[src/ode_pkg.sv]
package ode_pkg;

    // default sizes
    localparam int LIST_DEPTH_DEF = 64;
    localparam int KEY_BITS_DEF   = 32;

    // fixed field widths on the ports
    localparam int IN_KEY_W  = 32;
    localparam int OUT_KEY_W = 32;
    localparam int OUT_CNT_W = 7;

    // request operation codes
    typedef enum logic [2:0] {
        OP_PUSH_FRONT = 3'd0,
        OP_PUSH_BACK  = 3'd1,
        OP_POP_FRONT  = 3'd2,
        OP_POP_BACK   = 3'd3,
        OP_INSERT     = 3'd4,
        OP_FIND_DEL   = 3'd5,
        OP_SORT       = 3'd6,
        OP_CLEAR      = 3'd7
    } t_op;

    // result status codes
    typedef enum logic [1:0] {
        ST_OK        = 2'd0,
        ST_EMPTY     = 2'd1,
        ST_FULL      = 2'd2,
        ST_NOT_FOUND = 2'd3
    } t_status;

    // command broadcast to every cell
    typedef enum logic [2:0] {
        CELL_HOLD   = 3'd0,
        CELL_INSERT = 3'd1,
        CELL_REMOVE = 3'd2,
        CELL_SORT   = 3'd3,
        CELL_CLEAR  = 3'd4
    } t_cell_op;

    typedef struct packed {
        t_cell_op op;
        logic     parity;
    } t_cell_cmd;

endpackage

[src/ode_cell.sv]
module ode_cell #(
    parameter int LIST_DEPTH = ode_pkg::LIST_DEPTH_DEF,
    parameter int KEY_BITS   = ode_pkg::KEY_BITS_DEF,
    parameter int CELL_IDX   = 0
) (
    input  logic                          i_clk,
    input  logic                          i_rst_n,
    input  ode_pkg::t_cell_cmd            i_cmd,
    input  logic [$clog2(LIST_DEPTH)-1:0] i_pos,
    input  logic [KEY_BITS-1:0]           i_req_key,
    input  logic [KEY_BITS-1:0]           i_left_key,
    input  logic                          i_left_valid,
    input  logic [KEY_BITS-1:0]           i_right_key,
    input  logic                          i_right_valid,
    output logic [KEY_BITS-1:0]           o_key,
    output logic                          o_valid,
    output logic                          o_lt,
    output logic                          o_eq
);

    localparam int   IDX_W = $clog2(LIST_DEPTH);
    localparam logic C_PAR = 1'(CELL_IDX % 2);

    logic [KEY_BITS-1:0] r_key;
    logic [KEY_BITS-1:0] n_key;
    logic                r_valid;
    logic                n_valid;
    logic                w_at;
    logic                w_from_pos;

    assign w_at       = (IDX_W'(CELL_IDX) == i_pos);
    assign w_from_pos = (IDX_W'(CELL_IDX) >= i_pos);

    // next key and valid from the broadcast command and the neighbours
    always_comb begin
        n_key   = r_key;
        n_valid = r_valid;
        unique case (i_cmd.op)
            ode_pkg::CELL_INSERT: begin
                if (w_at) begin
                    n_key = i_req_key;
                end else if (w_from_pos) begin
                    n_key = i_left_key;
                end
                n_valid = r_valid | (w_from_pos & (w_at | i_left_valid));
            end
            ode_pkg::CELL_REMOVE: begin
                if (w_from_pos) begin
                    n_key   = i_right_key;
                    n_valid = i_right_valid;
                end
            end
            ode_pkg::CELL_SORT: begin
                if (C_PAR == i_cmd.parity) begin
                    // left member of a pair
                    if (r_valid && i_right_valid && (r_key > i_right_key)) begin
                        n_key = i_right_key;
                    end
                end else begin
                    // right member of a pair
                    if (i_left_valid && r_valid && (i_left_key > r_key)) begin
                        n_key = i_left_key;
                    end
                end
            end
            ode_pkg::CELL_CLEAR: begin
                n_valid = 1'b0;
            end
            default: begin
                n_key   = r_key;
                n_valid = r_valid;
            end
        endcase
    end

    // valid flag
    always_ff @(posedge i_clk) begin
        if (!i_rst_n) begin
            r_valid <= 1'b0;
        end else begin
            r_valid <= n_valid;
        end
    end

    // key store
    always_ff @(posedge i_clk) begin
        r_key <= n_key;
    end

    // local compares against the request key
    assign o_lt    = (r_key < i_req_key);
    assign o_eq    = (r_key == i_req_key);
    assign o_key   = r_key;
    assign o_valid = r_valid;

endmodule

[config.mk]
export PLATFORM = sky130hd
export DESIGN_NAME = ode_cell
export DESIGN_NICKNAME = d
export VERILOG_FILES = /design/src/ode_pkg.sv /design/src/ode_cell.sv
export SDC_FILE = /design/constraint.sdc
export NUM_CORES = 1
export LEC_CHECK = 0
export ABC_AREA = 1
export BUFFER_PORTS_ARGS = -buffer_cell sky130_fd_sc_hd__buf_2
export CORE_ASPECT_RATIO = 0.7
export CORE_MARGIN = 5
export CORE_UTILIZATION = 57
export DETAILED_ROUTE_END_ITERATION = 12
export HOLD_SLACK_MARGIN = 0.02
export PLACE_DENSITY = 0.88
export RECOVER_POWER = 100
export SLEW_MARGIN = 40
export SYNTH_ARGS = -nofsm -noshare
export SYNTH_HDL_FRONTEND = slang
export SYNTH_SLANG_ARGS = --single-unit
[constraint.sdc]
create_clock -name i_clk -period 5.1 [get_ports i_clk]
set_clock_uncertainty 0.2 [all_clocks]
set_input_delay 0.255 -clock i_clk [delete_from_list [all_inputs] [get_ports i_clk]]
set_output_delay 0.255 -clock i_clk [all_outputs]
set_load 0.005 [all_outputs]
; After elaboration in Yosys (flattened, before gate mapping)
; Index checks and enable logic that the tools add are counted.
[totals]
reg_bits = 33
inputBits = 110
output_inout_bits = 35
[classes]
magnitude_cmp = 4
eq_ne = 9
mux = 9
bitwise = 3
reduce_logical = 9
[ops]
columns = operator, n
row1 = $mux W32, 6
row2 = $pmux W32 S3, 1
row3 = $gt A32 B32 Y1, 2
row4 = $eq A32 B32 Y1, 1
row5 = $lt A32 B32 Y1, 1
row6 = $ne A3 B3 Y1 const B, 3
row7 = $eq A3 B2 Y1 const B, 2
row8 = $ge A1 B6 Y1 const A, 1
row9 = $logic_not A6 Y1, 1
row10 = $reduce_bool A3 Y1, 2
row11 = $reduce_and A5 Y1, 1
row12 = $logic_and A1 B1 Y1, 4
row13 = $eq A3 B1 Y1 const B, 1
row14 = $eq A3 B3 Y1 const B, 1
row15 = $pmux W1 S3, 1
row16 = $ne A2 B2 Y1 const B, 1
row17 = $or A1 B1 Y1, 2
row18 = $reduce_and A2 Y1, 1
row19 = $and A1 B1 Y1, 1
row20 = $mux W1, 1

; Depth between registers and ports, before layout
; Gate-level depths: netlist of run 1.
[logic_depth]
word_depth = 5
mapped_depth = 17

; Least setup slack after synthesis of run 1
; OpenSTA, ideal clock, no wires.
[synth_path]
kind = register -> register
from = register r_key[23], in the netlist o_key[23]
to = register r_key[0], in the netlist o_key[0] (enable)
setup_ns = 0.387
arrival_time_ns = 2.024
t_required_ns = 4.513
path_slack_ns = 2.489
stages_incl_launch_ff = 12
path_buffers = 0
cell_sequence = edfxtp_1 ha_1 nand2_2 nor2_4 nand2_2 nor3_2 nand2_1 nand2_1 nand2_1 nand3_1 nand2_1 inv_1
[synth_via]
elab_chain_len = 4
word_cells_on_any_way = 7
cone_classes = 2 x order compare / 2 x eq/ne / 3 x reduce/logical
[synth_lines]
columns = item, line_no
row1 = from (decl), ode_cell.sv:24  ; logic [KEY_BITS-1:0] r_key;
row2 = from (signal assigned), ode_cell.sv:87  ; r_key <= n_key;
row3 = "$gt A32 B32 Y1, on equally long branches", "ode_cell.sv:61, ode_cell.sv:56"
row4 = "$logic_and A1 B1 Y1, on equally long branches", "ode_cell.sv:61, ode_cell.sv:56"
row5 = $ne A3 B3 Y1 (no source line), n/a
row6 = $reduce_and A5 Y1 (no source line) *, n/a
; Every way passes the cells marked *; elsewhere a longest branch is shown, timed or not.
; A chain may end at the register's enable or synchronous reset.

; Worst setup path in the final report of run 1
[layout_path]
from = register r_key[30], in the netlist o_key[30]
to = register r_key[18], in the netlist o_key[18] (enable)
; The elaborated chain is that of the path after synthesis.

==> results.sh, run 1 <==
export IMPL_ant_nets=0
export IMPL_syn_nets=812
export IMPL_core_area_um2=7840
export IMPL_cp_cell_sequence="inv_1 > ha_1 > nand2_1 > nor2_1 > nand2_1 > nor2_1 > nand2_1 > nand2_1 > nand2_1 > nand3_1 > nand2_1 > inv_1 > clkbuf_1"
export IMPL_cp_slowest_cell="clkbuf_1"
export IMPL_diodes=0
export IMPL_chipHeight_um=84.9
export IMPL_maxCapViolations=1
export IMPL_wl_per_cell_um=16.3
export IMPL_antenna_found_initial=0
export IMPL_die_width_um=117
export IMPL_clk_latency_ps=280
export IMPL_ys_top_cells_by_area="ha_1 (26%), edfxtp_1 (21%), inv_1 (12%), a21oi_1 (8.3%), nand2_1 (7.1%)"
export IMPL_area_growth_synth_to_final_pct=18.7
export IMPL_power_frac_comb_pct=33.7
export IMPL_fin_setup_tns_ps=0
export IMPL_sequentialPowerShare_pct=33.7
export IMPL_p_int_w=0.000669
export IMPL_grt_pass1_vias=4745
export IMPL_worstReg2RegEnd="o_key[18]$_DFFE_PP_"
export IMPL_final_nets=951
export IMPL_cpLargestDelayFamily="buffers and inverters"
export IMPL_cts_path_max_buffers=2
export IMPL_worstSetupStartpointType="register"
export IMPL_p_sw_w=0.000328
export IMPL_cp_required_ps=4790
export IMPL_netlist_area_um2=4570
export IMPL_cts_clk_slew_worst_paths_ps=60
export IMPL_yosysTopAreaCell="ha_1"
export IMPL_whs_path_depth=3
export IMPL_vias_per_cell=5.70
export IMPL_r2r_slack_ps=1490
export IMPL_remaining_drc_errors=0
export IMPL_die_area_um2=9940
export IMPL_num_vias=4825
export IMPL_violations="max-capacitance violations, max-slew violations"
export IMPL_synth_edf_count=32
export IMPL_min_to="o_key[8]$_DFFE_PP_"
export IMPL_multiInputGateArea_um2=2850
export IMPL_n_fill_cell=678
export IMPL_async_reset_ff_share_pct=0
export IMPL_relSlewSlack_pct=-2.20
export IMPL_synthDominantCellAreaShare_pct=26.3
export IMPL_portBuffers=144
export IMPL_cts_sinks=33
export IMPL_post_cts_buffers=0
export IMPL_drive_gt1_share_pct=20.8
export IMPL_rsz0062_at_grt="no"
export IMPL_crit_type="reg2reg"
export IMPL_grt_overflow_total=0
export IMPL_postSynthAreaPerCell_um2=7.54
export IMPL_place_gp_congestion=0.909
export IMPL_grt_pass1_wl_um=22100
export IMPL_swShare_pct=32.9
export IMPL_rows=27
export IMPL_detail_route_iter0_violations=359
export IMPL_grt_max_degree=66
export IMPL_synth_flop_cell="edfxtp_1"
export IMPL_hold_start="i_req_key[8]"
export IMPL_peakVddDrop_v=0.000123
export IMPL_cp_max_fo=18
export IMPL_routed_wl_um=13800
export IMPL_pin_count=145
export IMPL_ys_seq_elements=33
export IMPL_grtUsageTotal_pct=27.5
export IMPL_seq_area_um2=981
export IMPL_final_common_cell="inv_1"
export IMPL_p_total_w=0.000996
export IMPL_whs_ps=97.5
export IMPL_min_period_ps=3610
export IMPL_dpl_cell_count=838
export IMPL_synthDistinctLibCells=34
export IMPL_power_density_nw_per_um2=184
export IMPL_pwr_share_clk_pct=32.6
export IMPL_p_leak_nw=3.03
export IMPL_crit_buf_inv=3
export IMPL_drt_pass1_iterations=5
export IMPL_final_cell_mix="inv_1 (147), buf_2 (126), ha_1 (96)"
export IMPL_path_common_cell="nand2_1"
export IMPL_instances_no_fill=847
export IMPL_setup_viol=0
export IMPL_cp_arrival_ps=3300
export IMPL_ctsResizeCount=0
export IMPL_dpl_hpwl_um=11100
export IMPL_yosysSeqAreaShare_pct=21.5
export IMPL_reg2reg_from="o_key[30]$_DFFE_PP_"
export IMPL_netlist_instances=606
export IMPL_status="finished with violations"
export IMPL_ys_warn_count=0
export IMPL_hold_class="in2reg"
export IMPL_finalHoldViolCount=0
export IMPL_cts_root_buffer="clkbuf_16"
export IMPL_worst_pin_slew_ps=1530
export IMPL_clock_fmax_mhz=277
export IMPL_critPathMaxStageDelay_ps=900
export IMPL_r2r_cells=13
export IMPL_cts_tree="done"
export IMPL_fin_crit_sh_pct=70.7
export IMPL_htreeDepth=2
export IMPL_finalMaxSlewViolations=33
export IMPL_start_util_pct=58.3
export IMPL_numCtsBuffers=5
export IMPL_crit_path_end_kind="register"
[how the worst max path moves through the flow]
stage	from	to	depth (start not counted)
after floorplan	o_key[23]$_DFFE_PP_	o_key[0]$_DFFE_PP_	11
after global placement	o_key[23]$_DFFE_PP_	o_key[8]$_DFFE_PP_	12
after detailed placement	o_key[13]$_DFFE_PP_	o_key[9]$_DFFE_PP_	15
after CTS	o_key[13]$_DFFE_PP_	o_key[18]$_DFFE_PP_	15
after global routing	o_key[30]$_DFFE_PP_	o_key[18]$_DFFE_PP_	13
final	o_key[30]$_DFFE_PP_	o_key[18]$_DFFE_PP_	13
[state kept, by name, indices dropped and copies added, names as in the netlist]
register	flops
o_key	32
o_valid	1
[area by class of cell]
class | instances | area share, %
inverters | 151 | 10.4
well taps | 101 | 2.33
clock inverters | 1 | 0.0922
multi-input cells | 406 | 52.5
flip-flops and latches | 33 | 18.1
repair buffers | 148 | 13.8
clock buffers | 7 | 2.81
[cell usage after synthesis, types with 6 or more instances]
cell,instances
ha_1,96
nand4_1,6
o221ai_2,10
edfxtp_1,32
nand3_1,10
o221ai_1,22
o21ai_1,36
nand2_1,87
nor2_1,25
inv_1,147
o21ai_0,7
a21oi_1,76
[worst register-to-register path, stage by stage, from the launching register on]
cell	delay [ps]
edfxtp_1	450
inv_1	70
ha_1	270
nand2_1	60
nor2_1	220
nand2_1	110
nor2_1	170
nand2_1	70
nand2_1	50
nand2_1	50
nand3_1	80
nand2_1	50
inv_1	460
clkbuf_1	900
[metal layers]
metal / share of wire (%) / vias to the layer above / global-route usage, %
met5: 0 / - / 0
met4: 1.3 / 0 / 6.35
met3: 10 / 22 / 3.92
met2: 46 / 266 / 45.7
met1: 43 / 2192 / 37.8
li1: - / 2345 / -
[stage by stage]
stage	util [%]	worst slack, ps	area [um^2]
3_5_place_dp	68.2	2120	5340
3_3_place_gp	67.8	2210	5320
6_report	69.3	1490	5430
5_1_grt	69.3	1220	5430
2_1_floorplan	-	2490	4570
4_1_cts	70.3	2110	5510
[cell families after synthesis]
family          share of synthesized area (%)
buf+inv                                  15.1
fa+ha+maj                                26.3
simple gates                             13.6
flops                                    21.5
compound gates                           23.6
[power by group through the flow]
stage / Sequential [W] / Combinational, W / Clock, W
after floorplan: 0.000337 / 0.000206 / 0
after global placement: 0.000338 / 0.000313 / 0
after detailed placement: 0.000341 / 0.000335 / 0
after CTS: 0.000335 / 0.000340 / 0.000323
after global routing: 0.000338 / 0.000382 / 0.000336
final: 0.000336 / 0.000336 / 0.000324
[timing repair]
item | 4_1_cts | 5_1_grt
hold buffers | 1 | 0
endpoints found under the hold margin | 1 | 0
endpoints found under the setup margin | 0 | 0
Power figures use the tool's default switching activity.
==> run 2: changes to the inputs <==
Settings changed: CORE_UTILIZATION 57 to 53, PLACE_DENSITY 0.88 to 0.83.
Clock period 5.1 ns to 3.7 ns, I/O delays scaled along.
==> results.sh, run 2 (synthesis gave the netlist of run 1 again) <==
export IMPL_fin_util_pct=65.0
export IMPL_hold_start="i_req_key[22]"
export IMPL_worstSetupStartpointType="register"
export IMPL_setup_viol=0
export IMPL_fin_crit_sh_pct=78.8
export IMPL_instances_no_fill=867
export IMPL_dpl_cell_area_um2=5380
export IMPL_p_int_w=0.000879
export IMPL_place_gp_congestion=0.935
export IMPL_maxCapViolations=0
export IMPL_cts_root_buffer="clkbuf_16"
export IMPL_finalHoldViolCount=0
export IMPL_portBuffers=144
export IMPL_worst_pin_slew_ps=1200
export IMPL_min_period_ps=2910
export IMPL_cp_slowest_cell="clkbuf_1"
export IMPL_place_ws_ps=1200
export IMPL_wl_per_cell_um=15.9
export IMPL_grt_pass1_vias=4686
export IMPL_rows=28
export IMPL_pwr_share_clk_pct=30.5
export IMPL_relSlewSlack_pct=19.7
export IMPL_min_to="o_key[22]$_DFFE_PP_"
export IMPL_dpl_cell_count=858
export IMPL_whs_path_depth=3
export IMPL_dpl_hpwl_um=11300
export IMPL_diodes=0
export IMPL_cts_clk_slew_worst_paths_ps=60
export IMPL_crit_type="reg2reg"
export IMPL_cts_path_max_buffers=2
export IMPL_cp_required_ps=3410
export IMPL_clk_latency_ps=280
export IMPL_htreeDepth=2
export IMPL_remaining_drc_errors=0
export IMPL_p_sw_w=0.000449
export IMPL_ctsResizeCount=0
export IMPL_grt_overflow_total=0
export IMPL_grt_max_degree=66
export IMPL_hold_class="in2reg"
export IMPL_cp_max_fo=12
export IMPL_post_cts_buffers=0
export IMPL_worstReg2RegEnd="o_key[31]$_DFFE_PP_"
export IMPL_numCtsBuffers=5
export IMPL_power_density_nw_per_um2=242
export IMPL_fin_setup_tns_ps=0
export IMPL_routed_wl_um=13800
export IMPL_final_common_cell="inv_1"
export IMPL_status="finished, final reports clean"
export IMPL_finalInstanceArea_um2=5490
export IMPL_cp_arrival_ps=2630
export IMPL_drt_pass1_iterations=5
export IMPL_detail_route_iter0_violations=467
export IMPL_cp_cell_sequence="ha_1 > nand2_1 > nor2_1 > nand2_2 > nor3_1 > nand2_1 > nand2_1 > nand2_1 > nand3_1 > nand2_1 > inv_1 > clkbuf_1"
export IMPL_antenna_found_initial=0
export IMPL_core_area_um2=8440
export IMPL_cts_tree="done"
export IMPL_largest_register_ffs=32
export IMPL_peakVddDrop_v=0.000179
export IMPL_swShare_pct=33.8
export IMPL_path_common_cell="nand2_1"
export IMPL_r2r_cells=12
export IMPL_die_width_um=121
export IMPL_power_frac_comb_pct=34.7
export IMPL_grtUsageTotal_pct=25.6
export IMPL_finalMaxSlewViolations=0
export IMPL_die_area_um2=10600
export IMPL_crit_path_end_kind="register"
export IMPL_reg2reg_from="o_key[29]$_DFFE_PP_"
export IMPL_area_growth_synth_to_final_pct=20.0
export IMPL_worst_slack_ps=785
export IMPL_r2r_slack_ps=790
export IMPL_critPathMaxStageDelay_ps=630
export IMPL_pin_count=145
export IMPL_final_cell_mix="inv_1 (147), buf_2 (125), ha_1 (96)"
export IMPL_start_util_pct=54.1
export IMPL_drive_gt1_share_pct=21.4
export IMPL_vias_per_cell=5.48
export IMPL_ant_nets=0
export IMPL_final_nets=952
export IMPL_sequentialPowerShare_pct=34.8
export IMPL_cts_sinks=33
export IMPL_chipHeight_um=87.7
export IMPL_clock_fmax_mhz=343
export IMPL_postCtsHoldBufs=1
export IMPL_p_leak_nw=3.03
export IMPL_n_fill_cell=747
export IMPL_num_vias=4753
export IMPL_rsz0062_at_grt="no"
export IMPL_grt_pass1_wl_um=21900
## run 2: area by class of cell
type,count,area [um^2],area share [%]
clock inverter,3,12.5,0.228
clock buffer,5,125,2.28
multi-input combinational,406,2900,52.9
sequential,33,981,17.9
timing repair buffer,149,748,13.6
inverter,151,567,10.3
tap,120,150,2.74
## run 2: how the worst max path moves through the flow
stage / from / endpoint / slack [ps] / cells past startpoint
global route: o_key[29]$_DFFE_PP_ / o_key[26]$_DFFE_PP_ / 510 / 12
finish: o_key[29]$_DFFE_PP_ / o_key[31]$_DFFE_PP_ / 790 / 12
global placement: o_key[31]$_DFFE_PP_ / o_key[1]$_DFFE_PP_ / 1310 / 12
CTS: o_key[29]$_DFFE_PP_ / o_key[10]$_DFFE_PP_ / 1190 / 13
detailed placement: o_key[29]$_DFFE_PP_ / o_key[0]$_DFFE_PP_ / 1200 / 13
floorplan: o_key[23]$_DFFE_PP_ / o_key[0]$_DFFE_PP_ / 1090 / 11
## run 2: metrics by stage
| stage | hold slack [ps] | power (W) |
|---|---|---|
| after floorplan | 106 | 0.000748 |
| after global placement | 218 | 0.000901 |
| after detailed placement | 227 | 0.000928 |
| after CTS | 28.0 | 0.00133 |
| after global routing | 49.1 | 0.00141 |
| final | 51.8 | 0.00133 |
## run 2: power by group through the flow
| stage | clock network, W | registers [W] | logic, W |
|---|---|---|---|
| global route | 0.000423 | 0.000465 | 0.000523 |
| CTS | 0.000404 | 0.000461 | 0.000464 |
| detailed placement | 0 | 0.000469 | 0.000459 |
| global placement | 0 | 0.000467 | 0.000434 |
| finish | 0.000405 | 0.000462 | 0.000460 |
| floorplan | 0 | 0.000464 | 0.000285 |
## run 2: worst max-delay path: cells and delay by family, from the launching register on
family        cells  cell delay (ps)
fa+ha+maj         1              320
buf+inv           2              700
flops             1              450
simple gates      9              860
## run 2: per-layer routing
metal  share of wire (%)  GRT usage [%]  vias to the layer above  wire [um]
met5                   0              0                        -          0
met4                0.98           6.89                        0        135
met3                  10           5.29                       17       1380
met2                  45           41.6                      248       6150
met1                  44           34.9                     2144       6090
li1                    -              -                     2344          -
